[src/design/pbsd_pkg.sv]
// Shared types, codes and helpers for the PackBits scanline decoder.
package pbsd_pkg;

    localparam int LINE_MAX_BYTES_DEF = 16384;
    localparam int LIMIT_W            = 15;
    localparam int BYTE_W             = 8;
    localparam int DATA_W             = 32;
    localparam int COUNT_W            = 3;
    localparam int ERR_W              = 2;
    localparam int S_TDATA_W          = 8;
    localparam int M_TDATA_W          = 40;
    localparam int LANES              = DATA_W / BYTE_W;

    localparam logic [LIMIT_W-1:0] LINE_LIMIT_RESET = 15'd16384;
    localparam logic [BYTE_W-1:0]  HDR_NOP          = 8'h80;

    typedef enum logic [ERR_W-1:0] {
        ERR_NONE      = 2'd0,
        ERR_OVERFLOW  = 2'd1,
        ERR_TRUNCATED = 2'd2
    } err_t;

    typedef enum logic [2:0] {
        PH_HEADER  = 3'b001,
        PH_LITERAL = 3'b010,
        PH_REPEAT  = 3'b100
    } phase_t;

    typedef struct packed {
        logic                 valid;
        logic [DATA_W-1:0]    data;
        logic [COUNT_W-1:0]   count;
        logic                 last;
        logic                 line_done;
        err_t                 err;
    } result_t;

    // Replicate one byte into the lowest cnt lanes, upper lanes zero.
    function automatic logic [DATA_W-1:0] rep_word(input logic [BYTE_W-1:0] b,
                                                   input logic [COUNT_W-1:0] cnt);
        logic [DATA_W-1:0] w;
        w = '0;
        for (int i = 0; i < LANES; i++) begin
            if (COUNT_W'(i) < cnt) begin
                w[i*BYTE_W +: BYTE_W] = b;
            end
        end
        return w;
    endfunction

endpackage

[src/design/packbits_scanline_decoder_top.sv]
// PackBits scanline decoder: compressed byte stream in, packed decoded bytes out.
//
// Input channel (s_*): one compressed byte per beat in s_tdata, s_tlast on the
// last compressed byte of a scanline. Output channel (m_*): up to four decoded
// bytes per beat, byte count and per-input last flag in m_tdata, error code in
// m_tuser, m_tlast on the beat that closes the scanline.
// cfg_wr_en/cfg_wr_data load the per-line byte limit; write only while idle.
// The first result beat of an accepted beat is registered and shows in the next cycle.
// Headers and literal bytes do not hold the input. A repeat value of length n
// occupies ceil(n/4) output beats (up to 32); s_tready stays low after the value
// is accepted until the last of those beats is loaded into the output register.
// A single output register decouples the sides: a new input beat is taken in
// the same cycle the held result is taken. When m_tready is low the result
// holds and s_tready drops.
// Reset (aresetn low, synchronous) clears the line state, empties the output
// register and sets the line limit to 16384.
module packbits_scanline_decoder_top #(
    parameter int LINE_MAX_BYTES = pbsd_pkg::LINE_MAX_BYTES_DEF
) (
    input  logic                             aclk,
    input  logic                             aresetn,
    input  logic                             cfg_wr_en,
    input  logic [pbsd_pkg::LIMIT_W-1:0]     cfg_wr_data,   // line_limit
    input  logic                             s_tvalid,
    output logic                             s_tready,
    input  logic [pbsd_pkg::S_TDATA_W-1:0]   s_tdata,       // [7:0] in_byte
    input  logic                             s_tlast,       // end_of_line
    output logic                             m_tvalid,
    input  logic                             m_tready,
    output logic [pbsd_pkg::M_TDATA_W-1:0]   m_tdata,       // [31:0] out_data,
                                                            // [34:32] out_count,
                                                            // [35] last, [39:36] 0
    output logic                             m_tlast,       // line_done
    output logic [pbsd_pkg::ERR_W-1:0]       m_tuser        // [1:0] error_code
);

    localparam int CAP   = (LINE_MAX_BYTES < 32767) ? LINE_MAX_BYTES : 32767;
    localparam int CNT_W = $clog2(CAP + 1);
    localparam logic [pbsd_pkg::LIMIT_W-1:0] LIMIT_CAP = pbsd_pkg::LIMIT_W'(CAP);

    logic [pbsd_pkg::LIMIT_W-1:0] line_limit_reg;
    pbsd_pkg::phase_t             phase_reg, phase_next;
    logic [6:0]                   literal_left_reg, literal_left_next;
    logic [7:0]                   repeat_length_reg, repeat_length_next;
    logic [CNT_W-1:0]             bytes_produced_reg, bytes_produced_next;
    logic                         dropping_reg, dropping_next;
    logic [7:0]                   rep_left_reg, rep_left_next;
    logic [7:0]                   rep_byte_reg, rep_byte_next;
    logic                         rep_eol_reg, rep_eol_next;
    pbsd_pkg::result_t            out_reg, out_next;

    logic                         load;
    logic                         busy;
    logic                         s_fire;
    logic [7:0]                   b;
    logic                         eol;
    logic [7:0]                   run_len;
    logic [15:0]                  run_sum;
    logic [pbsd_pkg::LIMIT_W-1:0] eff_limit;
    logic [7:0]                   rep_src;
    logic [2:0]                   rep_cnt;
    logic [7:0]                   rep_rem;
    pbsd_pkg::result_t            first;

    assign busy     = (rep_left_reg != 8'd0);
    assign load     = !out_reg.valid || m_tready;
    assign s_tready = load && !busy;
    assign s_fire   = s_tvalid && s_tready;
    assign b        = s_tdata[7:0];
    assign eol      = s_tlast;

    assign eff_limit = (line_limit_reg > LIMIT_CAP) ? LIMIT_CAP : line_limit_reg;
    assign run_len   = b[7] ? 8'(9'd257 - {1'b0, b}) : (8'(b[6:0]) + 8'd1);
    assign run_sum   = 16'(bytes_produced_reg) + 16'(run_len);

    // Repeat chunk: from the stored length on a new value, else the remainder.
    assign rep_src = busy ? rep_left_reg : repeat_length_reg;
    assign rep_cnt = (rep_src > 8'd4) ? 3'd4 : rep_src[2:0];
    assign rep_rem = rep_src - 8'(rep_cnt);

    always_comb begin
        first               = '0;
        first.err           = pbsd_pkg::ERR_NONE;
        phase_next          = phase_reg;
        literal_left_next   = literal_left_reg;
        repeat_length_next  = repeat_length_reg;
        bytes_produced_next = bytes_produced_reg;
        dropping_next       = dropping_reg;
        rep_left_next       = 8'd0;
        rep_byte_next       = b;
        rep_eol_next        = eol;

        if (dropping_reg) begin
            first.valid     = eol;
            first.last      = 1'b1;
            first.line_done = eol;
            first.err       = pbsd_pkg::ERR_OVERFLOW;
        end else begin
            case (phase_reg)
                pbsd_pkg::PH_LITERAL: begin
                    first.valid     = 1'b1;
                    first.data      = 32'(b);
                    first.count     = 3'd1;
                    first.last      = 1'b1;
                    first.line_done = eol;
                    if (eol && literal_left_reg != 7'd0) begin
                        first.err = pbsd_pkg::ERR_TRUNCATED;
                    end
                    if (literal_left_reg == 7'd0) begin
                        phase_next = pbsd_pkg::PH_HEADER;
                    end else begin
                        literal_left_next = literal_left_reg - 7'd1;
                    end
                end
                pbsd_pkg::PH_REPEAT: begin
                    first.valid        = 1'b1;
                    first.data         = pbsd_pkg::rep_word(b, rep_cnt);
                    first.count        = rep_cnt;
                    first.last         = (rep_rem == 8'd0);
                    first.line_done    = eol && (rep_rem == 8'd0);
                    rep_left_next      = rep_rem;
                    phase_next         = pbsd_pkg::PH_HEADER;
                    repeat_length_next = 8'd0;
                end
                default: begin
                    if (b == pbsd_pkg::HDR_NOP) begin
                        first.valid     = eol;
                        first.last      = 1'b1;
                        first.line_done = eol;
                    end else if (run_sum > 16'(eff_limit)) begin
                        dropping_next   = 1'b1;
                        first.valid     = 1'b1;
                        first.last      = 1'b1;
                        first.line_done = eol;
                        first.err       = pbsd_pkg::ERR_OVERFLOW;
                    end else begin
                        bytes_produced_next = run_sum[CNT_W-1:0];
                        first.valid         = eol;
                        first.last          = 1'b1;
                        first.line_done     = eol;
                        first.err           = pbsd_pkg::ERR_TRUNCATED;
                        if (b[7]) begin
                            phase_next         = pbsd_pkg::PH_REPEAT;
                            repeat_length_next = run_len;
                        end else begin
                            phase_next        = pbsd_pkg::PH_LITERAL;
                            literal_left_next = b[6:0];
                        end
                    end
                end
            endcase
        end

        if (eol) begin
            phase_next          = pbsd_pkg::PH_HEADER;
            literal_left_next   = 7'd0;
            repeat_length_next  = 8'd0;
            bytes_produced_next = '0;
            dropping_next       = 1'b0;
        end
    end

    always_comb begin
        out_next = out_reg;
        if (busy && load) begin
            out_next.valid     = 1'b1;
            out_next.data      = pbsd_pkg::rep_word(rep_byte_reg, rep_cnt);
            out_next.count     = rep_cnt;
            out_next.last      = (rep_rem == 8'd0);
            out_next.line_done = rep_eol_reg && (rep_rem == 8'd0);
            out_next.err       = pbsd_pkg::ERR_NONE;
        end else if (s_fire) begin
            out_next = first;
        end else if (m_tready) begin
            out_next.valid = 1'b0;
        end
    end

    always_ff @(posedge aclk) begin
        if (!aresetn) begin
            line_limit_reg     <= pbsd_pkg::LINE_LIMIT_RESET;
            phase_reg          <= pbsd_pkg::PH_HEADER;
            literal_left_reg   <= 7'd0;
            repeat_length_reg  <= 8'd0;
            bytes_produced_reg <= '0;
            dropping_reg       <= 1'b0;
            rep_left_reg       <= 8'd0;
            out_reg            <= '0;
        end else begin
            if (cfg_wr_en) begin
                line_limit_reg <= cfg_wr_data;
            end
            if (s_fire) begin
                phase_reg          <= phase_next;
                literal_left_reg   <= literal_left_next;
                repeat_length_reg  <= repeat_length_next;
                bytes_produced_reg <= bytes_produced_next;
                dropping_reg       <= dropping_next;
                rep_left_reg       <= rep_left_next;
            end else if (busy && load) begin
                rep_left_reg <= rep_rem;
            end
            out_reg <= out_next;
        end
    end

    always_ff @(posedge aclk) begin
        if (s_fire) begin
            rep_byte_reg <= rep_byte_next;
            rep_eol_reg  <= rep_eol_next;
        end
    end

    assign m_tvalid = out_reg.valid;
    assign m_tdata  = {4'b0, out_reg.last, out_reg.count, out_reg.data};
    assign m_tlast  = out_reg.line_done;
    assign m_tuser  = out_reg.err;

endmodule

[config.mk]
export PLATFORM = sky130hd
export DESIGN_NAME = packbits_scanline_decoder_top
export DESIGN_NICKNAME = d
export VERILOG_FILES = /design/src/design/pbsd_pkg.sv /design/src/design/packbits_scanline_decoder_top.sv
export SDC_FILE = /design/constraint.sdc
export NUM_CORES = 1
export LEC_CHECK = 0
export BUFFER_PORTS_ARGS = -buffer_cell sky130_fd_sc_hd__clkbuf_2
export CAP_MARGIN = 0
export CORE_MARGIN = 5
export CORE_UTILIZATION = 63
export CTS_CLUSTER_SIZE = 25
export DETAILED_ROUTE_END_ITERATION = 6
export PLACE_DENSITY_LB_ADDON = 0.25
export SYNTH_ARGS = -nofsm -noshare
export SYNTH_HDL_FRONTEND = slang
export SYNTH_SLANG_ARGS = --single-unit
[constraint.sdc]
create_clock -name aclk -period 15 [get_ports aclk]
set_input_delay 0.75 -clock aclk [delete_from_list [all_inputs] [get_ports aclk]]
set_output_delay 0.75 -clock aclk [all_outputs]
set_load 0.02 [all_outputs]
After elaboration in Yosys (flattened, before gate mapping)
Index checks and enable logic that the tools add are counted.
{"block": "word_totals", "out_inout_bits": 45, "mem_bits_ro": 0, "word_cells": 130, "ramBits": 0, "in_bits": 29, "mem_count": 0, "latch_bits": 0, "ff_bits": 106}
{"block": "op_classes", "n_bitwise": 1, "magnitude_cmp": 7, "n_shift": 0, "n_mux": 62, "eq_ne": 18, "addsub": 5, "reduce_logical": 22, "div_mod_pow": 0, "mul": 0}
{"operator": "$mux 8", "count": 19}
{"operator": "$mux 15", "count": 6}
{"operator": "$pmux 35 s2", "count": 1}
{"operator": "$mux 7", "count": 6}
{"operator": "$mux 40", "count": 1}
{"operator": "$mux 39", "count": 1}
{"operator": "$mux 35", "count": 1}
{"operator": "$mux 3", "count": 7}
{"operator": "$add 15x8->16", "count": 1}
{"operator": "$gt 16x15->1", "count": 1}
{"operator": "$pmux 8 s2", "count": 1}
{"operator": "$gt 15x15->1 const B", "count": 1}
{"operator": "$pmux 7 s2", "count": 1}
{"operator": "$ne 3x2->1 const B", "count": 4}
{"operator": "$mux 1", "count": 11}
{"operator": "$ne 2x2->1 const B", "count": 5}
{"operator": "$reduce_and 5->1", "count": 2}
{"operator": "$add 7x1->8 const B", "count": 1}
{"operator": "$eq 8x8->1 const B", "count": 1}
{"operator": "$gt 8x3->1 const B", "count": 1}
{"operator": "$logic_not 8->1", "count": 1}
{"operator": "$ne 4x2->1 const B", "count": 2}
{"operator": "$pmux 2 s2", "count": 2}
{"operator": "$reduce_bool 8->1", "count": 1}
{"operator": "24 further kinds", "count": 37}

Longest topological paths before layout
Gate-level depths: netlist (run 1).
{"block": "depth", "word_depth": 11, "mapped_depth": 22, "ltp_nobuf": 21}

Worst setup path after synthesis (run 1)
Ideal clock, no wire load.
{"block": "synth_path", "path_kind": "input port to flip-flop", "startpoint": "in s_tdata[7] in the netlist's numbering", "endpoint": "reg phase_reg[0]", "arrival_time_ps": 5323, "path_buffers": 1, "stages": 17, "required_time_ps": 14880, "path_slack_ps": 9557, "setup_ps": 120, "cell_sequence": "clkbuf_1 -> mux2_2 -> fa_1 -> a21o_1 -> a211oi_1 -> nor2_1 -> o41ai_1 -> nor2_1 -> xnor2_1 -> ha_1 -> and4_1 -> a21oi_1 -> a21boi_0 -> nor4_4 -> o211ai_1 -> or4_1 -> o31a_1"}
{"block": "synth_via", "elab_chain_cells": 6, "elab_cells_between_ends": 8, "classes_between": "2 x add/sub; 1 x order compare; 3 x eq/ne; 1 x mux; 1 x reduce/logical"}
{"item": "start, declared", "line_no": "packbits_scanline_decoder_top.sv:26", "text": "input logic [pbsd_pkg::S_TDATA_W-1:0] s_tdata,"}
{"item": "$sub 1x8->8", "line_no": "packbits_scanline_decoder_top.sv:73", "text": "assign run_len = b[7] ? 8'(9'd257 - {1'b0, b}) : (8'(b[6:0]) + 8'd1);"}
{"item": "$mux 8", "line_no": "packbits_scanline_decoder_top.sv:73"}
{"item": "$add 15x8->16", "line_no": "packbits_scanline_decoder_top.sv:74", "text": "assign run_sum = 16'(bytes_produced_reg) + 16'(run_len);"}
{"item": "$gt 16x15->1", "line_no": "packbits_scanline_decoder_top.sv:130", "text": "end else if (run_sum > 16'(eff_limit)) begin"}
{"item": "$ne 4x2->1 (no source line)"}
{"item": "$reduce_and 5->1 (no source line) *"}
{"item": "end signal, assigned", "line_no": "packbits_scanline_decoder_top.sv:182", "text": "phase_reg <= pbsd_pkg::PH_HEADER;"}
{"item": "end signal, assigned", "line_no": "packbits_scanline_decoder_top.sv:194", "text": "phase_reg <= phase_next;"}
{"item": "end, declared", "line_no": "packbits_scanline_decoder_top.sv:42", "text": "pbsd_pkg::phase_t phase_reg, phase_next;"}
Mark *: on every way between the ends. The rest lies on a longest branch, timed or not.
A chain may end at the register's enable or synchronous reset.

Worst setup path in the final report (run 1)
{"block": "layout_path", "startpoint": "in s_tdata[1] in the netlist's numbering", "endpoint": "reg out_reg, in the netlist m_tvalid"}
{"block": "layout_via", "elab_chain_cells": 10, "elab_cells_between_ends": 12, "classes_between": "3 x add/sub; 1 x order compare; 1 x eq/ne; 7 x mux"}
{"item": "$sub 1x8->8 / $add 7x1->8 (equally long branches)", "line_no": "packbits_scanline_decoder_top.sv:73"}
{"item": "$mux 8", "line_no": "packbits_scanline_decoder_top.sv:73"}
{"item": "$add 15x8->16", "line_no": "packbits_scanline_decoder_top.sv:74"}
{"item": "$gt 16x15->1", "line_no": "packbits_scanline_decoder_top.sv:130"}
{"item": "$mux 1", "line_no": "packbits_scanline_decoder_top.sv:130"}
{"item": "$mux 1 *", "line_no": "packbits_scanline_decoder_top.sv:126", "text": "if (b == pbsd_pkg::HDR_NOP) begin"}
{"item": "$mux 1 *", "line_no": "packbits_scanline_decoder_top.sv:99", "text": "case (phase_reg)"}
{"item": "$mux 1 *", "line_no": "packbits_scanline_decoder_top.sv:93", "text": "if (dropping_reg) begin"}
{"item": "$mux 1 *", "line_no": "packbits_scanline_decoder_top.sv:172", "text": "end else if (s_fire) begin"}
{"item": "$mux 40 *", "line_no": "packbits_scanline_decoder_top.sv:165", "text": "if (busy && load) begin"}
{"item": "end signal, assigned", "line_no": "packbits_scanline_decoder_top.sv:203", "text": "out_reg <= out_next;"}
{"item": "end, declared", "line_no": "packbits_scanline_decoder_top.sv:50", "text": "pbsd_pkg::result_t out_reg, out_next;"}
Marks and branches as above.

==> out/metrics.yaml, run 1 <==
status:
  status: "finished clean"
die:
  coreArea_sq_um: 9200
  die_width_um: 107
  num_rows: 35
  die_height_um: 107
  initial_utilization_pct: 64.3
  die-area_sq_um: 11400
  io_pins: 74
clock_tree:
  htreeDepth: 3
  cts-resized-gates: 0
  post_cts_buffers: 0
  clk_pin_slew_ns: 0.11
  clock-root-buffer: "clkbuf_8"
  postCtsHoldBufs: 0
  clkLatencyLatePin_ns: 0.37
  cts_buffers: 9
  cts.sinks: 106
  clockBufferDepth: 2
  cts_tree: "yes"
finish:
  finalNonFillerCells: 832
  antenna_cells: 0
  drive_gt1_share_pct: 15.3
  area_growth_pct: 9.94
  final_util_pct: 70.7
  layout_commonest_cell: "dfxtp_1"
  final_cell_mix: "97 x dfxtp_1, 69 x clkbuf_2, 64 x nand2_1, 46 x nor2b_1, 35 x o21ai_0"
  largest_register_ffs: 36
  final_nets: 777
critical_path:
  r2r_start: "bytes_produced_reg[0]"
  cp-start-kind: "primary input"
  worstPathMaxFanout: 9
  worst_ep_required_time_ns: 15.25
  crit_type: "primary input to flop"
  cp-startpoint: "s_tdata[1]"
  worstPathArrival_ns: 6.16
  end_kind: "flop"
sta:
  worst_pin_slew_ns: 0.962
  rsz0062_at_grt: "false"
  final_max_slew_viol_count: 0
  finalSetupTns_ns: 0
  relSlewSlack_pct: 35.0
  fin_skew_ns: 0.0151
  final-setup-viol-count: 0
  finalHoldViolCount: 0
  period_share_pct: 39.4
  max_freq_mhz: 169
  fin_ws_ns: 9.09
  period_minus_slack_ns: 5.91
yosys:
  avgSynthCellArea_sq_um: 8.97
  ys_seq_elements: 106
  netlist_area_sq_um: 5910
  ys_warn_count: 0
  synth_seq_area_share_pct: 37.4
  synthFlopType: "dfxtp_1"
  synthCells: 659
  ys_types: 73
  async_flop_share_pct: 0
  synth_edf_count: 9
worst_hold_path:
  min_from: "m_tdata[34]"
  hp-class: "flop to flop"
grt:
  grt_first_pass_wirelength_um: 25000
  gr-usage-all-layers_pct: 26.7
  overflow: 0
  antenna_found_initial: 0
  grt_pass1_vias: 5107
  grt_max_degree: 77
detailed_routing:
  vias_per_cell: 6.36
  num_vias: 5292
  antenna_left: 0
  dr.first_iter.drc_count: 374
  wl_per_cell_um: 18.1
  drc: 0
  routed_wirelength_um: 15100
  first_pass_iters: 6
placement:
  port_buffers: 69
  dpl.hpwl_um: 11100
  placedCellCount: 816
  place_congestion: 0.939
  pre_cts_ws_ns: 8.77
run:
  max_cap_violations: 0
pwr:
  p_leak_uw: 0.00267
  pwr_density_cell_nw_per_um2: 169
  ir_drop_uv: 86.0
## final timing paths
check                                    to  slack, ns  depth (start not counted)
worst max-delay path               m_tvalid       9.09                         19
worst min-delay path            m_tdata[34]       0.48                          2
worst max register to register     m_tvalid       9.84                         16
worst min register to register  m_tdata[34]       0.48                          2
## logic make-up after synthesis
group,after synthesis,share of synthesized area (%)
compound gates,209,25.4
xor+xnor,19,2.81
fa+ha+maj,32,6.90
buf+inv,57,4.19
flops,106,37.4
mux,16,2.75
other cells,2,0.127
simple gates,218,20.5
## critical path, cell delays in order
cell,delay (ns)
clkbuf_2,0.19
inv_1,0.12
ha_1,0.29
mux2_2,0.30
fa_1,0.43
a21o_1,0.21
a211oi_1,0.25
nor2_1,0.09
o41ai_1,0.78
nor2_1,0.14
xnor2_1,0.23
ha_1,0.28
and4_1,0.21
a21oi_1,0.13
a21boi_0,0.16
nor4_4,0.59
o21ai_0,0.33
a2111oi_0,0.56
nor3b_1,0.11
## routing by layer
| layer | up-vias | GRT usage, % | wire, um |
|---|---|---|---|
| met5 | - | 0 | 0 |
| met4 | 0 | 7.67 | 304 |
| met3 | 28 | 4.76 | 921 |
| met2 | 202 | 47.5 | 7620 |
| met1 | 2504 | 32.9 | 6200 |
| li1 | 2558 | - | - |
## stage by stage
step | total power [uW] | area (sq um) | hold WS [ns]
floorplan | 779 | 5930 | 0.423
global route | 1170 | 6500 | 0.510
detailed placement | 915 | 6300 | 0.467
global placement | 900 | 6300 | 0.441
finish | 1100 | 6500 | 0.482
CTS | 1090 | 6500 | 0.488
## report_power, final
group,leakage (uW),internal (uW),total (uW),switching (uW)
Clock,0.000102,73.7,180,107
Combinational,0.00170,183,527,343
Sequential,0.000875,345,389,44.0
## layout make-up
class | count | area (sq um)
repair buffers | 74 | 383
clock inverters | 6 | 56.3
inverters | 26 | 97.6
flip-flops and latches | 106 | 2210
multi-input cells | 499 | 3470
well taps | 111 | 139
fillers | 739 | 2690
clock buffers | 10 | 149
## cells in the mapped netlist, drive strengths merged (14+ instances only)
| cell type | n | area [sq um] |
|---|---|---|
| mux2i | 14 | 140 |
| o21ai | 41 | 205 |
| clkbuf | 18 | 67.6 |
| dfxtp | 97 | 1940 |
| a21oi | 32 | 164 |
| nor2 | 30 | 118 |
| ha | 31 | 388 |
| nor2b | 46 | 288 |
| a22oi | 29 | 218 |
| a22o | 26 | 228 |
| nand2 | 64 | 240 |
| inv | 26 | 97.6 |
Note: power is estimated with default switching activity, not from simulation.
==> run 2: changes to the inputs <==
- ABC_AREA: not set -> 1
- CORE_UTILIZATION: 63 -> 59
- clock period: 15 -> 6.15 ns (I/O delays scaled with it)
==> run 2 against run 1 <==
Compared with the run above:
- total power increased to 3.0 times the previous value
- sequential cell count is the same
- non-clock buffer count decreased by 4
==> out/metrics.yaml, run 2 <==
finish:
  stdcell_area_sq_um: 6470  # -0.44%
  final_util_pct: 66.2  # -4.5 points
  drive_gt1_share_pct: 14.8  # -0.43 points
  area_growth_pct: 9.64
  multi_input_area_sq_um: 3280  # -5.2%
  layout_commonest_cell: "nand2_1"
  ff_latch_area_sq_um: 2210  # unchanged
  final_nets: 926  # +19%
  final_cell_mix: "189 x nand2_1, 97 x dfxtp_1, 84 x nor2_1, 83 x a21oi_1, 69 x clkbuf_2"
  largest_register_ffs: 36  # unchanged
  fill_cells: 862  # +17%
  antenna_cells: 0  # unchanged
critical_path:
  slowest_delay_ns: 0.34  # -0.44 ns
  cp_slowest_cell: "nor2_4"
  end_kind: "flop"
  cpMostUsedCell: "nand2_1"
  cp-start-kind: "primary input"
  worstPathMaxFanout: 16  # +7
  worstPathArrival_ns: 4.88  # -1.28 ns
  worst_ep_required_time_ns: 6.45  # -8.80 ns
  crit_type: "primary input to flop"
yosys:
  synthCells: 811  # +23%
  ys_types: 53  # -27%
  synth_edf_count: 9  # unchanged
  avgSynthCellArea_sq_um: 7.28  # -19%
  yosysTopAreaCellShare_pct: 32.9  # +0.056 points
  yosysMostFrequentCell: "nand2_1"
  ys_warn_count: 0  # unchanged
  async_flop_share_pct: 0  # unchanged
  synthTopCellsByArea: "dfxtp_1 33%, nand2_1 12%, a21oi_1 7.0%"
  ys_seq_elements: 106  # unchanged
  synth_seq_area_share_pct: 37.5  # +0.063 points
  netlist_area_sq_um: 5900  # -0.17%
  synthFlopType: "dfxtp_1"
  synth_top_area_cell: "dfxtp_1"
  synth_common_cells: "189 x nand2_1, 97 x dfxtp_1, 84 x nor2_1"
pwr:
  totalPowerFinal_uw: 3300  # +200%
  pwr_density_cell_nw_per_um2: 510  # +200%
  p_leak_uw: 0.00287  # +7.5%
  ir_drop_uv: 244  # +180%
placement:
  dpl.hpwl_um: 11200  # +0.57%
  placed_cell_area_sq_um: 6290  # -0.18%
  pre_cts_ws_ns: 1.27  # -7.49 ns
  port_buffers: 69  # unchanged
  place_congestion: 0.901  # -4.1%
sta:
  worst_pin_slew_ns: 1.25  # +0.288 ns
  fin_ws_ns: 1.57  # -7.52 ns
  relSlewSlack_pct: 16.7  # -18 points
  period_share_pct: 74.5
  max_freq_mhz: 218
  rsz0062_at_grt: "false"
  period_minus_slack_ns: 4.58
  final-setup-viol-count: 0  # unchanged
  final_max_slew_viol_count: 0  # unchanged
  finalSetupTns_ns: 0  # unchanged
  finalHoldViolCount: 0  # unchanged
  fin_skew_ns: 0.0110  # -0.00413 ns
detailed_routing:
  vias_per_cell: 5.62  # -12%
  routed_wirelength_um: 15000  # -0.26%
  dr.first_iter.drc_count: 389  # +4.0%
  antenna_left: 0  # unchanged
  top_layer: "met4"
  first_pass_iters: 6  # unchanged
  wl_met1_um: 6310  # +1.8%
  wl_per_cell_um: 15.0  # -17%
  num_vias: 5632  # +6.4%
  wl_met3_um: 1080  # +18%
  drc: 0  # unchanged
  dr_wl_met2_um: 7250  # -4.9%
grt:
  grt_first_pass_wirelength_um: 24700  # -1.1%
  overflow: 0  # unchanged
  antenna_found_initial: 0  # unchanged
  gr-usage-all-layers_pct: 25.6  # -1.1 points
  grt_max_degree: 73  # -5.2%
  grt_pass1_vias: 5343  # +4.6%
clock_tree:
  cts.sinks: 106  # unchanged
  htreeDepth: 3  # unchanged
  clockBufferDepth: 2  # unchanged
  postCtsHoldBufs: 0  # unchanged
  clock-root-buffer: "clkbuf_8"
  clk_pin_slew_ns: 0.10  # about the same
  clkLatencyLatePin_ns: 0.39  # +0.02 ns
  post_cts_buffers: 0  # unchanged
  cts_tree: "yes"
  cts-resized-gates: 0  # unchanged
  cts_buffers: 9  # unchanged
run:
  max_cap_violations: 0  # unchanged
worst_hold_path:
  hp-class: "primary input to flop"
status:
  status: "finished clean"
die:
  initial_utilization_pct: 60.4  # -3.9 points
  coreArea_sq_um: 9770  # +6.3%
  die_width_um: 110  # +2.9%
  io_pins: 74  # unchanged
  die_height_um: 110  # +2.9%
  num_rows: 36  # +2.9%
  die-area_sq_um: 12100  # +6.0%
[run 2: cell types whose count changed after synthesis, moves of 7 or more]
cell,delta
a21oi_1,+52
a22o_1,-26
a22oi_1,-27
inv_1,+36
inv_2,+9
mux2i_1,-14
nand2_1,+125
nand3_1,+38
nor2_1,+56
nor2_4,+7
nor2b_1,-46
o2bb2ai_1,-12
[run 2: worst paths after layout]
check / cells after the start / from / slack (ns) / to
worst min-delay path: 3 / cfg_wr_data[14] / 0.13 / line_limit_reg[14]
worst max register to register: 26 / bytes_produced_reg[2] / 2.14 / bytes_produced_reg[5]
worst max-delay path: 30 / s_tdata[7] / 1.57 / bytes_produced_reg[5]
worst min register to register: 2 / phase_reg[2] / 0.47 / phase_reg[2]
[run 2: cells by family after synthesis]
kind of cell / after synthesis / synth area share, %
AOI/OAI and AO/OA: 172 / 16.7
xor gates and xnor gates: 18 / 2.67
adders and majority gates: 32 / 6.91
buffers and inverters: 102 / 7.10
DFF: 106 / 37.5
other: 2 / 0.127
and+or+nand+nor: 379 / 29.1
[run 2: final cells by class]
type | count | area share [%]
clock buffer | 10 | 1.97
clock inverter | 6 | 0.928
inverter | 72 | 4.17
multi-input combinational | 606 | 50.7
sequential | 106 | 34.2
tap | 133 | 2.57
timing repair buffer | 70 | 5.45
[run 2: worst max-delay path: cells and delay by family]
kind	cells	cell delay, ns
simple gates	16	1.84
compound gates	6	0.91
buf+inv	4	0.70
fa+ha+maj	2	0.63
xor+xnor	2	0.52
[run 2: per-stage QoR]
| stage | std cells | hold slack (ns) |
|---|---|---|
| after floorplan | 814 | 0.406 |
| after detailed placement | 987 | 0.457 |
| final | 1003 | 0.135 |
| after global placement | 987 | 0.450 |
| after CTS | 1003 | 0.127 |
| after global routing | 1003 | 0.130 |
[run 2: per-layer routing]
| layer | vias up | global-route usage (%) |
|---|---|---|
| li1 | 2810 | - |
| met1 | 2580 | 32.2 |
| met2 | 208 | 43.8 |
| met3 | 34 | 4.60 |
| met4 | 0 | 9.17 |
| met5 | - | 0 |
[run 2: report_power, final]
| part | internal [uW] | switching [uW] | leakage, uW |
|---|---|---|---|
| sequential | 887 | 110 | 0.000878 |
| clock | 157 | 258 | 0.0000961 |
| combinational | 561 | 1330 | 0.00190 |
| total | 1610 | 1700 | 0.00287 |
==> run 3: changes to the inputs <==
- CORE_UTILIZATION: 59 -> 53
- clock period: 6.15 -> 3.8 ns (I/O delays scaled with it)
==> run 3 against run 2 <==
Compared with the run above:
- cell area grew 18%
- global-route usage shrank 1.1 points
- clock skew grew 0.0036 ns
- critical path type unchanged
==> out/metrics.yaml, run 3 (synthesis gave the netlist of run 2 again) <==
placement:
  pre_cts_ws_ns: -0.527  # -1.80 ns
  dpl.hpwl_um: 12200  # +9.1%
  place_congestion: 0.912  # +1.3%
  port_buffers: 69  # unchanged
critical_path:
  path_depth: 32  # +6.7%
  end_kind: "flop"
  worst_ep_required_time_ns: 4.10  # -2.35 ns
  crit_type: "primary input to flop"
  crit_family: "simple AND/OR/NAND/NOR gates"
  cpMostUsedCell: "nand2_1"
  cp-start-kind: "primary input"
  worstPathMaxFanout: 7  # -9
  slowest_delay_ns: 0.28  # -0.06 ns
  worst-path-buf-inv: 7  # +3
  worstPathArrival_ns: 4.06  # -0.82 ns
  rr_worst_depth: 24  # -7.7%
  cp_slowest_cell: "ha_4"
  r2r_slack_ns: 0.18  # -1.96 ns
  worstReg2RegEnd: "bytes_produced_reg[11]"
  r2r_start: "bytes_produced_reg[0]"
finish:
  final_util_pct: 69.9  # +3.7 points
  fill_cells: 886  # +2.8%
  ff_latch_area_sq_um: 2210  # unchanged
  largest_register_ffs: 36  # unchanged
  layout_commonest_cell: "nand2_1"
  multi_input_area_sq_um: 3640  # +11%
  antenna_cells: 0  # unchanged
  drive_gt1_share_pct: 29.0  # +14 points
  final_nets: 1016  # +9.7%
  final_cell_mix: "180 x nand2_1, 97 x dfxtp_1, 83 x buf_4, 79 x nor2_1, 77 x a21oi_1"
  area_growth_pct: 28.9
sta:
  period_minus_slack_ns: 3.76
  finalHoldViolCount: 0  # unchanged
  fin_ws_ns: 0.0418  # -1.53 ns
  final_max_slew_viol_count: 0  # unchanged
  max_freq_mhz: 266
  timing.hold.ws_ns: 0.0280  # -0.107 ns
  final-setup-viol-count: 0  # unchanged
  fin_skew_ns: 0.0146  # +0.00363 ns
  period_share_pct: 98.9
  worst_pin_slew_ns: 0.989  # -0.261 ns
  finalSetupTns_ns: 0  # unchanged
  relSlewSlack_pct: 33.8  # +17 points
  rsz0062_at_grt: "true"
die:
  num_rows: 38  # +5.6%
  die-area_sq_um: 13400  # +10%
  initial_utilization_pct: 54.2  # -6.2 points
  io_pins: 74  # unchanged
  die_height_um: 116  # +5.0%
  die_width_um: 116  # +5.0%
  coreArea_sq_um: 10900  # +11%
clock_tree:
  htreeDepth: 3  # unchanged
  clock-root-buffer: "clkbuf_8"
  clockBufferDepth: 2  # unchanged
  cts_buffers: 9  # unchanged
  clkLatencyLatePin_ns: 0.39  # about the same
  cts_tree: "yes"
  postCtsHoldBufs: 0  # unchanged
  clk_pin_slew_ns: 0.11  # about the same
  cts.sinks: 106  # unchanged
grt:
  grt_first_pass_wirelength_um: 26500  # +7.2%
  overflow: 0  # unchanged
  grt_pass1_vias: 5628  # +5.3%
  gr-usage-all-layers_pct: 24.5  # -1.1 points
  top_usage_layer: "met2"
  grt_max_degree: 40  # -45%
  grt_use_met1_pct: 32.2  # about the same
  antenna_found_initial: 0  # unchanged
  grt_use_met3_pct: 4.02  # -0.58 points
  grtUsageMet2_pct: 40.1  # -3.6 points
run:
  max_cap_violations: 0  # unchanged
pwr:
  ir_drop_uv: 691  # +180%
  p_leak_uw: 0.00337  # +17%
  pwr_density_cell_nw_per_um2: 744  # +46%
worst_hold_path:
  hp-class: "primary input to flop"
  holdPathStages: 3  # unchanged
  min_from: "cfg_wr_data[12]"
  holdPathEnd: "line_limit_reg[12]"
detailed_routing:
  routed_wirelength_um: 17000  # +13%
  vias_per_cell: 5.62  # +0.17%
  num_vias: 6187  # +9.9%
  first_pass_iters: 7  # +1
  dr.first_iter.drc_count: 538  # +38%
  drc: 0  # unchanged
  antenna_left: 0  # unchanged
  wl_per_cell_um: 15.5  # +3.3%
status:
  status: "finished clean"
-- run 3: repair_timing --
item,4_1_cts,5_1_grt
resized for setup,6,94
endpoints found under the setup margin,23,37
gates cloned,0,1
pin swaps,1,41
buffers inserted,0,21
-- run 3: worst max path at each step --
stage,start,end
after floorplan,s_tdata[7],repeat_length_reg[2]
after global routing,s_tdata[2],bytes_produced_reg[3]
final,s_tdata[2],bytes_produced_reg[11]
after detailed placement,s_tdata[2],literal_left_reg[0]
after CTS,s_tdata[1],bytes_produced_reg[5]
after global placement,s_tdata[2],literal_left_reg[1]
-- run 3: routing by layer --
metal  vias to the layer above  wire (um)
met5                         -          0
met4                         0        463
met3                        38       1150
met2                       247       8190
met1                      2915       7200
li1                       2987          -
-- run 3: where the power goes --
group | internal [uW] | total [uW] | leakage (uW) | switching [uW]
registers | 1430 | 1620 | 0.000878 | 183
clock network | 247 | 666 | 0.0000839 | 419
logic | 1120 | 3380 | 0.00241 | 2260
-- run 3: worst register-to-register path, delay by kind of cell (launching register included) --
family | cells | cell delay [ns]
fa+ha+maj | 3 | 0.93
buf+inv | 3 | 0.34
flops | 1 | 0.33
xor+xnor | 1 | 0.15
simple gates | 13 | 1.34
compound gates | 4 | 0.45
-- run 3: area by class of cell --
cell class | instances | share of cell area (%)
sequential | 106 | 29.1
clock buffer | 10 | 1.68
inverter | 72 | 3.65
timing repair buffer | 160 | 14.8
tap | 140 | 2.30
clock inverter | 6 | 0.658
multi-input combinational | 606 | 47.9
-- run 3: through the flow --
| stage | area, sq um | std cells | total power, uW |
|---|---|---|---|
| after global placement | 6830 | 1063 | 4680 |
| after floorplan | 5920 | 814 | 3950 |
| after detailed placement | 6830 | 1063 | 4800 |
| final | 7610 | 1100 | 5660 |
| after CTS | 7030 | 1079 | 5470 |
| after global routing | 7610 | 1100 | 6110 |
